File: config.mk
export PLATFORM = sky130hd
export DESIGN_NAME = alpha_coverage_classifier_top
export DESIGN_NICKNAME = d
export VERILOG_FILES = /design/src/rtl/acc_pkg.sv /design/src/rtl/acc_classify.sv /design/src/rtl/acc_count.sv /design/src/rtl/acc_verdict.sv /design/src/rtl/alpha_coverage_classifier_top.sv
export SDC_FILE = /design/constraint.sdc
export NUM_CORES = 1
export LEC_CHECK = 0
export BUFFER_PORTS_ARGS = -buffer_cell sky130_fd_sc_hd__buf_2
export CORE_MARGIN = 1
export CORE_UTILIZATION = 40
export DETAILED_ROUTE_END_ITERATION = 10
export GPL_TIMING_DRIVEN = 1
export PLACE_DENSITY_LB_ADDON = 0.05
export SETUP_SLACK_MARGIN = 0.2
export SLEW_MARGIN = 20
export SYNTH_ARGS = -nofsm -noshare
export SYNTH_HDL_FRONTEND = slang
export SYNTH_SLANG_ARGS = --single-unit
File: constraint.sdc
create_clock -name clk_i -period 10.1 [get_ports clk_i]
set_input_delay 0.505 -clock clk_i [delete_from_list [all_inputs] [get_ports clk_i]]
set_output_delay 0.505 -clock clk_i [all_outputs]
set_load 0.01 [all_outputs]
File: src/rtl/acc_pkg.sv
// Shared types, widths and codes for the alpha coverage classifier.
// No dependencies; imported by every module of the block.
package acc_pkg;

  localparam int unsigned MaxPixels     = 16384;
  localparam int unsigned CountW        = 15;
  localparam int unsigned CountCap      = (MaxPixels < 32767) ? MaxPixels : 32767;
  localparam int unsigned ChanW         = 8;
  localparam int unsigned ShareW        = 10;
  localparam int unsigned ProdW         = CountW + ShareW;
  localparam int unsigned PermilleScale = 1000;
  localparam int unsigned CfgIdxW       = 3;
  localparam int unsigned CfgDataW      = 10;
  localparam int unsigned InDataW       = 4 * ChanW;
  localparam int unsigned OutDataW      = 48;

  typedef enum logic [1:0] {
    VERDICT_ART    = 2'd0,
    VERDICT_OPAQUE = 2'd1,
    VERDICT_WHITE  = 2'd2
  } verdict_e;

  typedef enum logic [CfgIdxW-1:0] {
    CFG_CLEAR_ALPHA  = 3'd0,
    CFG_WHITE_MIN    = 3'd1,
    CFG_WHITE_SPREAD = 3'd2,
    CFG_CLEAR_SHARE  = 3'd3,
    CFG_WHITE_SHARE  = 3'd4
  } cfg_idx_e;

  typedef struct packed {
    logic [ChanW-1:0]  clear_alpha;
    logic [ChanW-1:0]  white_min;
    logic [ChanW-1:0]  white_spread;
    logic [ShareW-1:0] clear_share;
    logic [ShareW-1:0] white_share;
  } cfg_t;

  typedef struct packed {
    logic [ChanW-1:0] red;
    logic [ChanW-1:0] green;
    logic [ChanW-1:0] blue;
    logic [ChanW-1:0] opacity;
    logic             last;
  } pixel_t;

  typedef struct packed {
    logic clear;
    logic white;
    logic last;
  } pix_class_t;

  typedef struct packed {
    logic [CountW-1:0] pixels;
    logic [CountW-1:0] clear;
    logic [CountW-1:0] white;
  } counts_t;

endpackage

File: src/rtl/acc_classify.sv
// Per-pixel classification: transparent, or painted and near white.
// Depends on acc_pkg.
module acc_classify
  import acc_pkg::*;
(
  input  pixel_t     pixel_i,
  input  cfg_t       cfg_i,
  output pix_class_t class_o
);

  logic [ChanW-1:0] lo_rg, hi_rg, lo, hi, spread;

  always_comb begin
    lo_rg  = (pixel_i.red < pixel_i.green) ? pixel_i.red : pixel_i.green;
    hi_rg  = (pixel_i.red > pixel_i.green) ? pixel_i.red : pixel_i.green;
    lo     = (lo_rg < pixel_i.blue) ? lo_rg : pixel_i.blue;
    hi     = (hi_rg > pixel_i.blue) ? hi_rg : pixel_i.blue;
    spread = hi - lo;

    class_o.clear = pixel_i.opacity < cfg_i.clear_alpha;
    class_o.white = !class_o.clear && (lo >= cfg_i.white_min) &&
                    (spread <= cfg_i.white_spread);
    class_o.last  = pixel_i.last;
  end

endmodule

File: src/rtl/acc_count.sv
// Saturating image counters and the end-of-image snapshot register.
// Depends on acc_pkg.
module acc_count
  import acc_pkg::*;
(
  input  logic       clk_i,
  input  logic       rst_ni,
  input  logic       take_i,
  input  pix_class_t class_i,
  output logic       snap_ready_o,
  output logic       snap_valid_o,
  input  logic       snap_take_i,
  output counts_t    snap_o
);

  counts_t cnt_q, cnt_d, bumped;
  counts_t snap_q;
  logic    snap_valid_q, snap_valid_d;

  function automatic logic [CountW-1:0] bump(input logic [CountW-1:0] cnt);
    return (cnt < CountW'(CountCap)) ? cnt + CountW'(1) : cnt;
  endfunction

  always_comb begin
    bumped.pixels = bump(cnt_q.pixels);
    bumped.clear  = class_i.clear ? bump(cnt_q.clear) : cnt_q.clear;
    bumped.white  = class_i.white ? bump(cnt_q.white) : cnt_q.white;

    cnt_d = cnt_q;
    if (take_i) begin
      cnt_d = class_i.last ? '0 : bumped;
    end

    snap_valid_d = snap_valid_q;
    if (take_i && class_i.last) begin
      snap_valid_d = 1'b1;
    end else if (snap_take_i) begin
      snap_valid_d = 1'b0;
    end
  end

  always_ff @(posedge clk_i or negedge rst_ni) begin
    if (!rst_ni) begin
      cnt_q        <= '0;
      snap_valid_q <= 1'b0;
    end else begin
      cnt_q        <= cnt_d;
      snap_valid_q <= snap_valid_d;
    end
  end

  always_ff @(posedge clk_i) begin
    if (take_i && class_i.last) begin
      snap_q <= bumped;
    end
  end

  assign snap_ready_o = !snap_valid_q || snap_take_i;
  assign snap_valid_o = snap_valid_q;
  assign snap_o       = snap_q;

  // counters restart from zero once an image closes
  a_clear_after_last: assert property (@(posedge clk_i) disable iff (!rst_ni)
    take_i && class_i.last |=> cnt_q == '0)
    else $error("counters not cleared after final pixel");

endmodule

File: src/rtl/acc_verdict.sv
// Verdict pipeline: share products, then compares into the result register.
// Depends on acc_pkg.
module acc_verdict
  import acc_pkg::*;
(
  input  logic              clk_i,
  input  logic              rst_ni,
  input  logic              in_valid_i,
  output logic              in_ready_o,
  input  counts_t           counts_i,
  input  logic [ShareW-1:0] clear_share_i,
  input  logic [ShareW-1:0] white_share_i,
  output logic              out_valid_o,
  input  logic              out_ready_i,
  output verdict_e          verdict_o,
  output counts_t           counts_o
);

  // product stage
  logic [ProdW-1:0] clr_scaled_q, clr_limit_q, wht_scaled_q, wht_limit_q;
  logic [ProdW-1:0] clr_scaled_d, clr_limit_d, wht_scaled_d, wht_limit_d;
  logic             painted_nz_q, painted_nz_d;
  counts_t          prod_cnt_q;
  logic             prod_valid_q;

  // result stage
  verdict_e         verdict_q, verdict_d;
  counts_t          out_cnt_q;
  logic             out_valid_q;

  logic [CountW-1:0] painted;
  logic              out_ready, prod_ready, prod_load, out_load;

  assign out_ready  = !out_valid_q || out_ready_i;
  assign prod_ready = !prod_valid_q || out_ready;
  assign prod_load  = in_valid_i && prod_ready;
  assign out_load   = prod_valid_q && out_ready;
  assign in_ready_o = prod_ready;

  always_comb begin
    painted      = (counts_i.pixels >= counts_i.clear) ?
                   counts_i.pixels - counts_i.clear : '0;
    painted_nz_d = painted != '0;
    clr_scaled_d = ProdW'(counts_i.clear) * ProdW'(PermilleScale);
    clr_limit_d  = ProdW'(clear_share_i) * ProdW'(counts_i.pixels);
    wht_scaled_d = ProdW'(counts_i.white) * ProdW'(PermilleScale);
    wht_limit_d  = ProdW'(white_share_i) * ProdW'(painted);
  end

  always_comb begin
    if (clr_scaled_q < clr_limit_q) begin
      verdict_d = VERDICT_OPAQUE;
    end else if (painted_nz_q && (wht_scaled_q >= wht_limit_q)) begin
      verdict_d = VERDICT_WHITE;
    end else begin
      verdict_d = VERDICT_ART;
    end
  end

  always_ff @(posedge clk_i or negedge rst_ni) begin
    if (!rst_ni) begin
      prod_valid_q <= 1'b0;
      out_valid_q  <= 1'b0;
    end else begin
      if (prod_ready) begin
        prod_valid_q <= in_valid_i;
      end
      if (out_ready) begin
        out_valid_q <= prod_valid_q;
      end
    end
  end

  always_ff @(posedge clk_i) begin
    if (prod_load) begin
      clr_scaled_q <= clr_scaled_d;
      clr_limit_q  <= clr_limit_d;
      wht_scaled_q <= wht_scaled_d;
      wht_limit_q  <= wht_limit_d;
      painted_nz_q <= painted_nz_d;
      prod_cnt_q   <= counts_i;
    end
    if (out_load) begin
      verdict_q <= verdict_d;
      out_cnt_q <= prod_cnt_q;
    end
  end

  assign out_valid_o = out_valid_q;
  assign verdict_o   = verdict_q;
  assign counts_o    = out_cnt_q;

endmodule

File: src/rtl/alpha_coverage_classifier_top.sv
// Alpha coverage classifier top level: pixel input register, config
// registers and the count and verdict stages. Depends on acc_pkg and all acc_* modules.
//
//   channel  | direction | handshake                    | payload
//   s_axis   | in        | s_axis_tvalid/s_axis_tready  | RGBA pixel, tlast = final pixel
//   m_axis   | out       | m_axis_tvalid/m_axis_tready  | verdict and image totals
//   cfg      | in        | cfg_we_i (always taken)      | cfg_addr_i, cfg_wdata_i
//
// One pixel per cycle sustained while no final pixel waits for the snapshot
// register; every stage is a register with a valid bit. A final pixel's result
// reaches the output through the input register, count snapshot, product
// register and result register. Stalls on m_axis back up stage by stage; pixels
// keep flowing while the result register holds a verdict. Reset clears counters
// and valid bits and loads the default thresholds; no clearing pass is needed.
module alpha_coverage_classifier_top
  import acc_pkg::*;
(
  input  logic                clk_i,
  input  logic                rst_ni,
  input  logic                s_axis_tvalid,
  output logic                s_axis_tready,
  input  logic [InDataW-1:0]  s_axis_tdata,   // red, green, blue, opacity
  input  logic                s_axis_tlast,   // final pixel of the image
  output logic                m_axis_tvalid,
  input  logic                m_axis_tready,
  output logic [OutDataW-1:0] m_axis_tdata,   // verdict, clear_total, white_total,
                                              // pixel_total, zero pad
  input  logic                cfg_we_i,
  input  logic [CfgIdxW-1:0]  cfg_addr_i,
  input  logic [CfgDataW-1:0] cfg_wdata_i
);

  cfg_t       cfg_q;
  pixel_t     pix_q;
  logic       pix_valid_q;
  pix_class_t pix_class;
  logic       snap_ready, snap_valid, snap_take, pix_adv, in_take;
  counts_t    snap_cnt, out_cnt;
  verdict_e   verdict;

  always_ff @(posedge clk_i or negedge rst_ni) begin
    if (!rst_ni) begin
      cfg_q.clear_alpha  <= ChanW'(8);
      cfg_q.white_min    <= ChanW'(200);
      cfg_q.white_spread <= ChanW'(40);
      cfg_q.clear_share  <= ShareW'(50);
      cfg_q.white_share  <= ShareW'(900);
    end else if (cfg_we_i) begin
      case (cfg_idx_e'(cfg_addr_i))
        CFG_CLEAR_ALPHA:  cfg_q.clear_alpha  <= cfg_wdata_i[ChanW-1:0];
        CFG_WHITE_MIN:    cfg_q.white_min    <= cfg_wdata_i[ChanW-1:0];
        CFG_WHITE_SPREAD: cfg_q.white_spread <= cfg_wdata_i[ChanW-1:0];
        CFG_CLEAR_SHARE:  cfg_q.clear_share  <= cfg_wdata_i[ShareW-1:0];
        CFG_WHITE_SHARE:  cfg_q.white_share  <= cfg_wdata_i[ShareW-1:0];
        default: ;
      endcase
    end
  end

  // a final pixel waits here until the snapshot register is free
  assign pix_adv       = pix_valid_q && (!pix_q.last || snap_ready);
  assign s_axis_tready = !pix_valid_q || pix_adv;
  assign in_take       = s_axis_tvalid && s_axis_tready;

  always_ff @(posedge clk_i or negedge rst_ni) begin
    if (!rst_ni) begin
      pix_valid_q <= 1'b0;
    end else if (s_axis_tready) begin
      pix_valid_q <= s_axis_tvalid;
    end
  end

  always_ff @(posedge clk_i) begin
    if (in_take) begin
      pix_q.red     <= s_axis_tdata[ChanW-1:0];
      pix_q.green   <= s_axis_tdata[2*ChanW-1:ChanW];
      pix_q.blue    <= s_axis_tdata[3*ChanW-1:2*ChanW];
      pix_q.opacity <= s_axis_tdata[4*ChanW-1:3*ChanW];
      pix_q.last    <= s_axis_tlast;
    end
  end

  acc_classify u_classify (
    .pixel_i (pix_q),
    .cfg_i   (cfg_q),
    .class_o (pix_class)
  );

  acc_count u_count (
    .clk_i        (clk_i),
    .rst_ni       (rst_ni),
    .take_i       (pix_adv),
    .class_i      (pix_class),
    .snap_ready_o (snap_ready),
    .snap_valid_o (snap_valid),
    .snap_take_i  (snap_take),
    .snap_o       (snap_cnt)
  );

  logic verdict_ready;
  assign snap_take = snap_valid && verdict_ready;

  acc_verdict u_verdict (
    .clk_i         (clk_i),
    .rst_ni        (rst_ni),
    .in_valid_i    (snap_valid),
    .in_ready_o    (verdict_ready),
    .counts_i      (snap_cnt),
    .clear_share_i (cfg_q.clear_share),
    .white_share_i (cfg_q.white_share),
    .out_valid_o   (m_axis_tvalid),
    .out_ready_i   (m_axis_tready),
    .verdict_o     (verdict),
    .counts_o      (out_cnt)
  );

  assign m_axis_tdata = {1'b0, out_cnt.pixels, out_cnt.white, out_cnt.clear, verdict};

  a_pixels_nonzero: assert property (@(posedge clk_i) disable iff (!rst_ni)
    m_axis_tvalid |-> out_cnt.pixels != '0)
    else $error("result with no pixels counted");

  a_clear_le_pixels: assert property (@(posedge clk_i) disable iff (!rst_ni)
    m_axis_tvalid |-> out_cnt.clear <= out_cnt.pixels)
    else $error("transparent count exceeds pixel count");

  a_pixels_capped: assert property (@(posedge clk_i) disable iff (!rst_ni)
    m_axis_tvalid |-> out_cnt.pixels <= CountW'(CountCap))
    else $error("pixel count beyond saturation limit");

  a_verdict_code: assert property (@(posedge clk_i) disable iff (!rst_ni)
    m_axis_tvalid && (verdict == VERDICT_WHITE) |-> out_cnt.pixels != out_cnt.clear)
    else $error("white verdict without painted pixels");

endmodule
=== Word level (Yosys, flattened, before mapping) ===
Index checks and enable logic that the tools add are counted.

* Logic and storage cells: 99
* Bits in registers: 358
* Output and inout port bits: 50

* Multipliers: 4
* Equality and inequality tests: 4
* Add/subtract/negate cells: 5
* Reductions and logical operators: 27
* Order comparisons: 13
* Mux-type cells: 14

{| class="wikitable"
|+ Operator list
! cell !! count
|-
| two-way mux 15 bit || 6
|-
| multiplier 10 x 15 -> 25 bit || 2
|-
| adder 15 x 1 -> 15 bit (second input constant) || 3
|-
| less-than comparator 15 bit (second input constant) || 3
|-
| two-way mux 45 bit || 1
|-
| multiplier 15 x 7 -> 22 bit (second input constant) || 2
|-
| two-way mux 8 bit || 4
|-
| greater-or-equal comparator 25 bit || 1
|-
| less-than comparator 25 bit || 1
|-
| less-than comparator 8 bit || 3
|-
| greater-than comparator 8 bit || 2
|-
| greater-or-equal comparator 15 bit || 1
|-
| nonzero test 15 bit || 1
|-
| subtractor 15 bit || 1
|-
| AND reduction 2 bit || 5
|-
| greater-or-equal comparator 8 bit || 1
|-
| less-or-equal comparator 8 bit || 1
|-
| logical AND 1 bit || 8
|-
| subtractor 8 bit || 1
|-
| == test 3 x 2 -> 1 bit (second input constant) || 2
|-
| logical NOT 1 bit || 6
|-
| logical OR 1 bit || 5
|-
| == test 3 x 1 -> 1 bit (second input constant) || 1
|-
| == test 3 bit (second input constant) || 1
|-
| other kinds (4) || 5
|}

=== Longest topological paths before layout ===
* Word-level depth: 9
* Mapped depth: 36
* Mapped depth without buffers: 34

=== Cells and area by module ===
From an unflattened synthesis, not the netlist that was laid out.

* Cell total of the unflattened synthesis: 2839
* Area, all modules: 30943.4 um^2

{| class="wikitable"
|+ By module, submodules not included
! module !! times used !! area an instance (um^2) !! cells an instance
|-
| acc_verdict || 1 || 21835.9 || 2056
|-
| acc_count || 1 || 4419.2 || 369
|-
| alpha_coverage_classifier_top || 1 || 2765.2 || 139
|-
| acc_classify || 1 || 1923.1 || 275
|}

=== Least setup slack after synthesis ===
OpenSTA, ideal clock, no wires.

* Path kind: reg-to-reg
* Start point: register u_verdict.out_valid_q (netlist: u_verdict.out_valid_o)
* End point: register u_verdict.clr_limit_q[0] (enable)
* Stages on the path, launching flop included: 3
* Setup slack: -1.156 ns
* Arrival: 10.417 ns
* Buffers on the path: 0
* Path through: dfrtp_1 -> nor2b_1 -> a21boi_0

* Word-level cells in the longest chain between the ends: 4

{| class="wikitable"
|+ Ends and longest elaborated chain
! what !! RTL line !! text
|-
| from (decl) || acc_verdict.sv:29 || <nowiki>logic out_valid_q;</nowiki>
|-
| from (signal assigned) || acc_verdict.sv:69 || <nowiki>out_valid_q <= prod_valid_q;</nowiki>
|-
| logical NOT 1 bit || acc_verdict.sv:34 || <nowiki>assign out_ready = !out_valid_q || out_ready_i;</nowiki>
|-
| logical OR 1 bit || acc_verdict.sv:34 ||
|-
| logical OR 1 bit || acc_verdict.sv:35 || <nowiki>assign prod_ready = !prod_valid_q || out_ready;</nowiki>
|-
| logical AND 1 bit || - ||
|-
| named net snap_take || alpha_coverage_classifier_top.sv:37 || <nowiki>logic snap_ready, snap_valid, snap_take, pix_adv, in_take;</nowiki>
|-
| to (signal assigned) || acc_verdict.sv:77 || <nowiki>clr_limit_q <= clr_limit_d;</nowiki>
|-
| to (decl) || acc_verdict.sv:20 || <nowiki>logic [ProdW-1:0] clr_scaled_q, clr_limit_q, wht_scaled_q, wht_limit_q;</nowiki>
|}

The timed path passes the listed nets, and every way through them passes these cells.
A chain may end at the register's enable or synchronous reset.

=== Worst setup path after layout ===
* Start point: register u_count.snap_q, in the netlist u_count.snap_o[16]
* End point: register u_verdict.wht_limit_q[23], data pin

* Word-level cells in the longest chain between the ends: 3
* Elaborated cells between the ends (all ways): 4
* Classes of those cells: 1 x add/sub; 1 x mul; 1 x order compare; 1 x mux

{| class="wikitable"
|+ Ends and longest elaborated chain
! what !! RTL line !! text
|-
| from (decl) || acc_count.sv:17 || <nowiki>counts_t snap_q;</nowiki>
|-
| from (signal assigned) || acc_count.sv:54 || <nowiki>snap_q <= bumped;</nowiki>
|-
| subtractor 15 bit or greater-or-equal comparator 15 bit (tied branches) || acc_verdict.sv:42, acc_verdict.sv:41 ||
|-
| two-way mux 15 bit * || acc_verdict.sv:41 || <nowiki>painted = (counts_i.pixels >= counts_i.clear) ?</nowiki>
|-
| multiplier 10 x 15 -> 25 bit * || acc_verdict.sv:47 || <nowiki>wht_limit_d = ProdW'(white_share_i) * ProdW'(painted);</nowiki>
|-
| named net u_verdict.wht_limit_d[23] || acc_verdict.sv:21 || <nowiki>logic [ProdW-1:0] clr_scaled_d, clr_limit_d, wht_scaled_d, wht_limit_d;</nowiki>
|-
| to (signal assigned) || acc_verdict.sv:79 || <nowiki>wht_limit_q <= wht_limit_d;</nowiki>
|-
| to (decl) || acc_verdict.sv:20 ||
|}

Mark *: on every way through the listed nets, which the timed path passes. The rest lies on a longest branch.

==> flow_metrics.tcl <==
set metrics [dict create \
    netSwitchingPower_w 0.00444 \
    gp_congestion 0.845 \
    clockBufferDepth 3 \
    avgSynthCellArea_um2 10.8 \
    syn_nets 3516 \
    min_to "pix_q[5]" \
    die_h_um 277 \
    seqPwrFrac_pct 23.8 \
    wl_per_cell_um 18.1 \
    fin_crit_ns 8.20 \
    wirelength_mm 70.9 \
    vias 20100 \
    placed_cell_area_um2 31900 \
    report.final.slew_viol_count 0 \
    cts_tree "yes" \
    grt.overflow.total 0 \
    finalHoldViolCount 0 \
    clk_latency_ns 0.59 \
    groute.usage.overall_pct 19.0 \
    yosysUniqueCellTypes 79 \
    fmax_mhz 122 \
    timing.critical_path.from "u_count.snap_o[16]" \
    rsz0062_at_grt "no" \
    yosys_warnings 0 \
    drc 0 \
    slowest_stage "nor2_1" \
    whs_path_depth 1 \
    crit_type "flop to flop" \
    rows 100 \
    initial_core_util_pct 40.6 \
    critPathMostFrequentCell "fa_1" \
    ios 101 \
    internal_power_w 0.00586 \
    yosysSeqAreaShare_pct 33.6 \
    path_delay_family "adder cells" \
    numPortBuffers 99 \
    end_kind "flop" \
    post-route-util_pct 44.7 \
    path_buf_inv 4 \
    path_clk_slew_ns 0.06 \
    synth_area_um2 30300 \
    synth_seq_cells 354 \
    tns_ns 0 \
    hold_start "s_axis_tdata[28]" \
    ir_drop_uv 257 \
    numCtsBuffers 44 \
    finalClockSkew_ns 0.0171 \
    clockRootBuffer "clkbuf_16" \
    num_antenna_cells 0 \
    outcome "completed" \
    finalSetupViolCount 0 \
    cp.arrival_ns 8.53 \
    antenna_left 0 \
    nets 3606 \
    r2r_cells 27 \
    crit_required_ns 10.43 \
    switching_share_pct 43.1 \
    p_per_area_nw_per_um2 308 \
    syn_to_final_growth_pct 10.0 \
    synth-edff-count 261 \
    die-area_um2 77000 \
    rr_startpoint "u_count.snap_o[16]" \
    start_kind "flop" \
    cp_max_fo 10 \
    hold_path_class "input pin to flop" \
    r2r_slack_ns 1.90 \
    slowest_delay_ns 0.75 \
    drtIter0Drc 1071 \
    design_area_um2 33400 \
    nFillCells 7043 \
    synth_ff_type "edfxtp_1" \
    antenna_found_initial 2 \
    holdWs_ns 0.0891 \
    drive_gt1_share_pct 8.76 \
    tightest_slew_ns 1.09 \
    syn_inst 2822 \
    grt_pass1_vias 21100 \
    htree_levels 2 \
    p_leak_nw 15.6 \
    core_area_um2 74700 \
    worstReg2RegEnd "u_verdict.wht_limit_q[23]" \
    async_flop_share_pct 26.3 \
    avgViaCountPerCell 5.15 \
    combPwrFrac_pct 60.7 \
    firstDrtPassIters 5 \
    slew_headroom_pct 27.0 \
    clockPowerShare_pct 15.5 \
    grt_start_max_net_pins 137 \
    cts_sinks 354 \
    die_w_um 277 \
    fin_crit_sh_pct 81.2 \
    grt_pass1_wl_mm 115 \
    cap_viol_max_count 0 \
    dp_hpwl_mm 54.1 \
]
## cell families (layout without fill, tap and decap cells)
group / after synthesis / after routing / synth area share [%]
and+or+nand+nor: 697 / 697 / 11.2
adders and majority gates: 643 / 643 / 34.1
buffers and inverters: 536 / 659 / 6.65
AOI/OAI and AO/OA: 411 / 411 / 8.94
DFF: 354 / 354 / 33.6
xor gates and xnor gates: 136 / 136 / 3.93
muxes: 44 / 44 / 1.60
other: 1 / 1 / 0.0124
## worst reg2reg max path, delay by kind of cell (launching register included)
| kind | cells | cell delay (ns) |
|---|---|---|
| AND/OR/NAND/NOR | 6 | 1.94 |
| XOR/XNOR | 2 | 0.18 |
| adder cells (fa/ha/maj) | 7 | 3.19 |
| flip-flops | 1 | 0.49 |
| buffers and inverters | 4 | 0.29 |
| AO/OA/AOI/OAI | 8 | 1.88 |
## layer usage
layer / track usage, % / share of wire (%) / vias to the layer above
li1: - / - / 9632
met1: 27.2 / 49 / 10100
met2: 30.4 / 46 / 329
met3: 2.11 / 3.2 / 79
met4: 5.01 / 2.3 / 0
met5: 0 / 0 / -
## placed cells by master (no fill, tap or decap), types with 68 or more instances in the layout
cell and instances:
fa_1 306, inv_1 463, nand2_1 277, and3_1 68
xnor2_1 107, ha_1 337, dfrtp_1 80, nor2_1 80
and2_1 104, buf_2 98, edfxtp_1 261, a21oi_1 94
o21ai_0 107
## Yosys cell counts, types with 14 or more instances
cell        n  area [µm²]
a211oi_1   14         105
xor2_1     29         254
edfxtp_1  261        7840
nor3_1     26         130
nand2_1   277        1040
nand2b_1   17         106
and3_1     68         425
o21a_1     19         143
a31oi_1    18         113
o21ai_0   107         536
dfrtp_1    80        2000
clkbuf_1   63         236
xnor2_1   107         937
nand4_1    16         100
a21oi_1    94         470
nor2_1     81         304
o31ai_1    16         120
fa_1      306        6130
mux2_2     33         372
inv_1     464        1740
ha_1      337        4220
and2_1    105         657
nor2b_1    20         125
a21o_1     40         300
o21bai_1   17         128
nand3_1    51         255
## layout make-up
class	count	area, µm²	area share (%)
multi-input combinational	1932	18200	54.4
clock inverter	20	245	0.734
inverter	465	1750	5.23
sequential	354	10200	30.5
tap	969	1210	3.63
timing repair buffer	115	633	1.90
clock buffer	59	1200	3.59
## registers in the layout, indices dropped and copies added, names as in the netlist
name                    count
u_count.snap_valid_o        1
u_verdict.clr_scaled_q     20
u_verdict.wht_scaled_q     20
pix_q                      33
u_verdict.counts_o         45
cfg_q                      44
u_verdict.verdict_o         2
u_verdict.prod_valid_q      1
u_verdict.wht_limit_q      25
u_verdict.prod_cnt_q       45
u_count.cnt_q              45
u_verdict.out_valid_o       1
u_verdict.clr_limit_q      25
pix_valid_q                 1
u_verdict.painted_nz_q      1
u_count.snap_o             45
## stage by stage
stage / instances / setup slack (ns) / power, W
detailed placement: 3834 / 1.90 / 0.00872
CTS: 3914 / 1.90 / 0.0105
floorplan: 2822 / 2.43 / 0.00722
finish: 3914 / 1.90 / 0.0103
global route: 3914 / 1.32 / 0.0114
global placement: 3834 / 2.11 / 0.00871
## worst max path at each step
stage	to	depth (start not counted)	slack, ns
6_report	u_verdict.wht_limit_q[23]	27	1.90
5_1_grt	u_count.cnt_q[10]	29	1.32
4_1_cts	u_verdict.wht_limit_q[23]	27	1.90
3_5_place_dp	u_verdict.wht_limit_q[23]	27	1.90
3_3_place_gp	u_verdict.wht_limit_q[22]	24	2.11
2_1_floorplan	u_verdict.clr_limit_q[0]	2	2.43
## power by group through the flow
stage	sequential [W]	clock, W	combinational, W
after floorplan	0.00236	0	0.00486
after global placement	0.00248	0	0.00623
after detailed placement	0.00248	0	0.00625
after CTS	0.00246	0.00165	0.00635
after global routing	0.00250	0.00170	0.00722
final	0.00246	0.00159	0.00625
## what timing repair did
action                    CTS  global route
setup buffers               0             0
hold buffers                1             0
resized for setup           0             0
hold endpoints to repair   24             0
(Power assumes the default switching activity.)
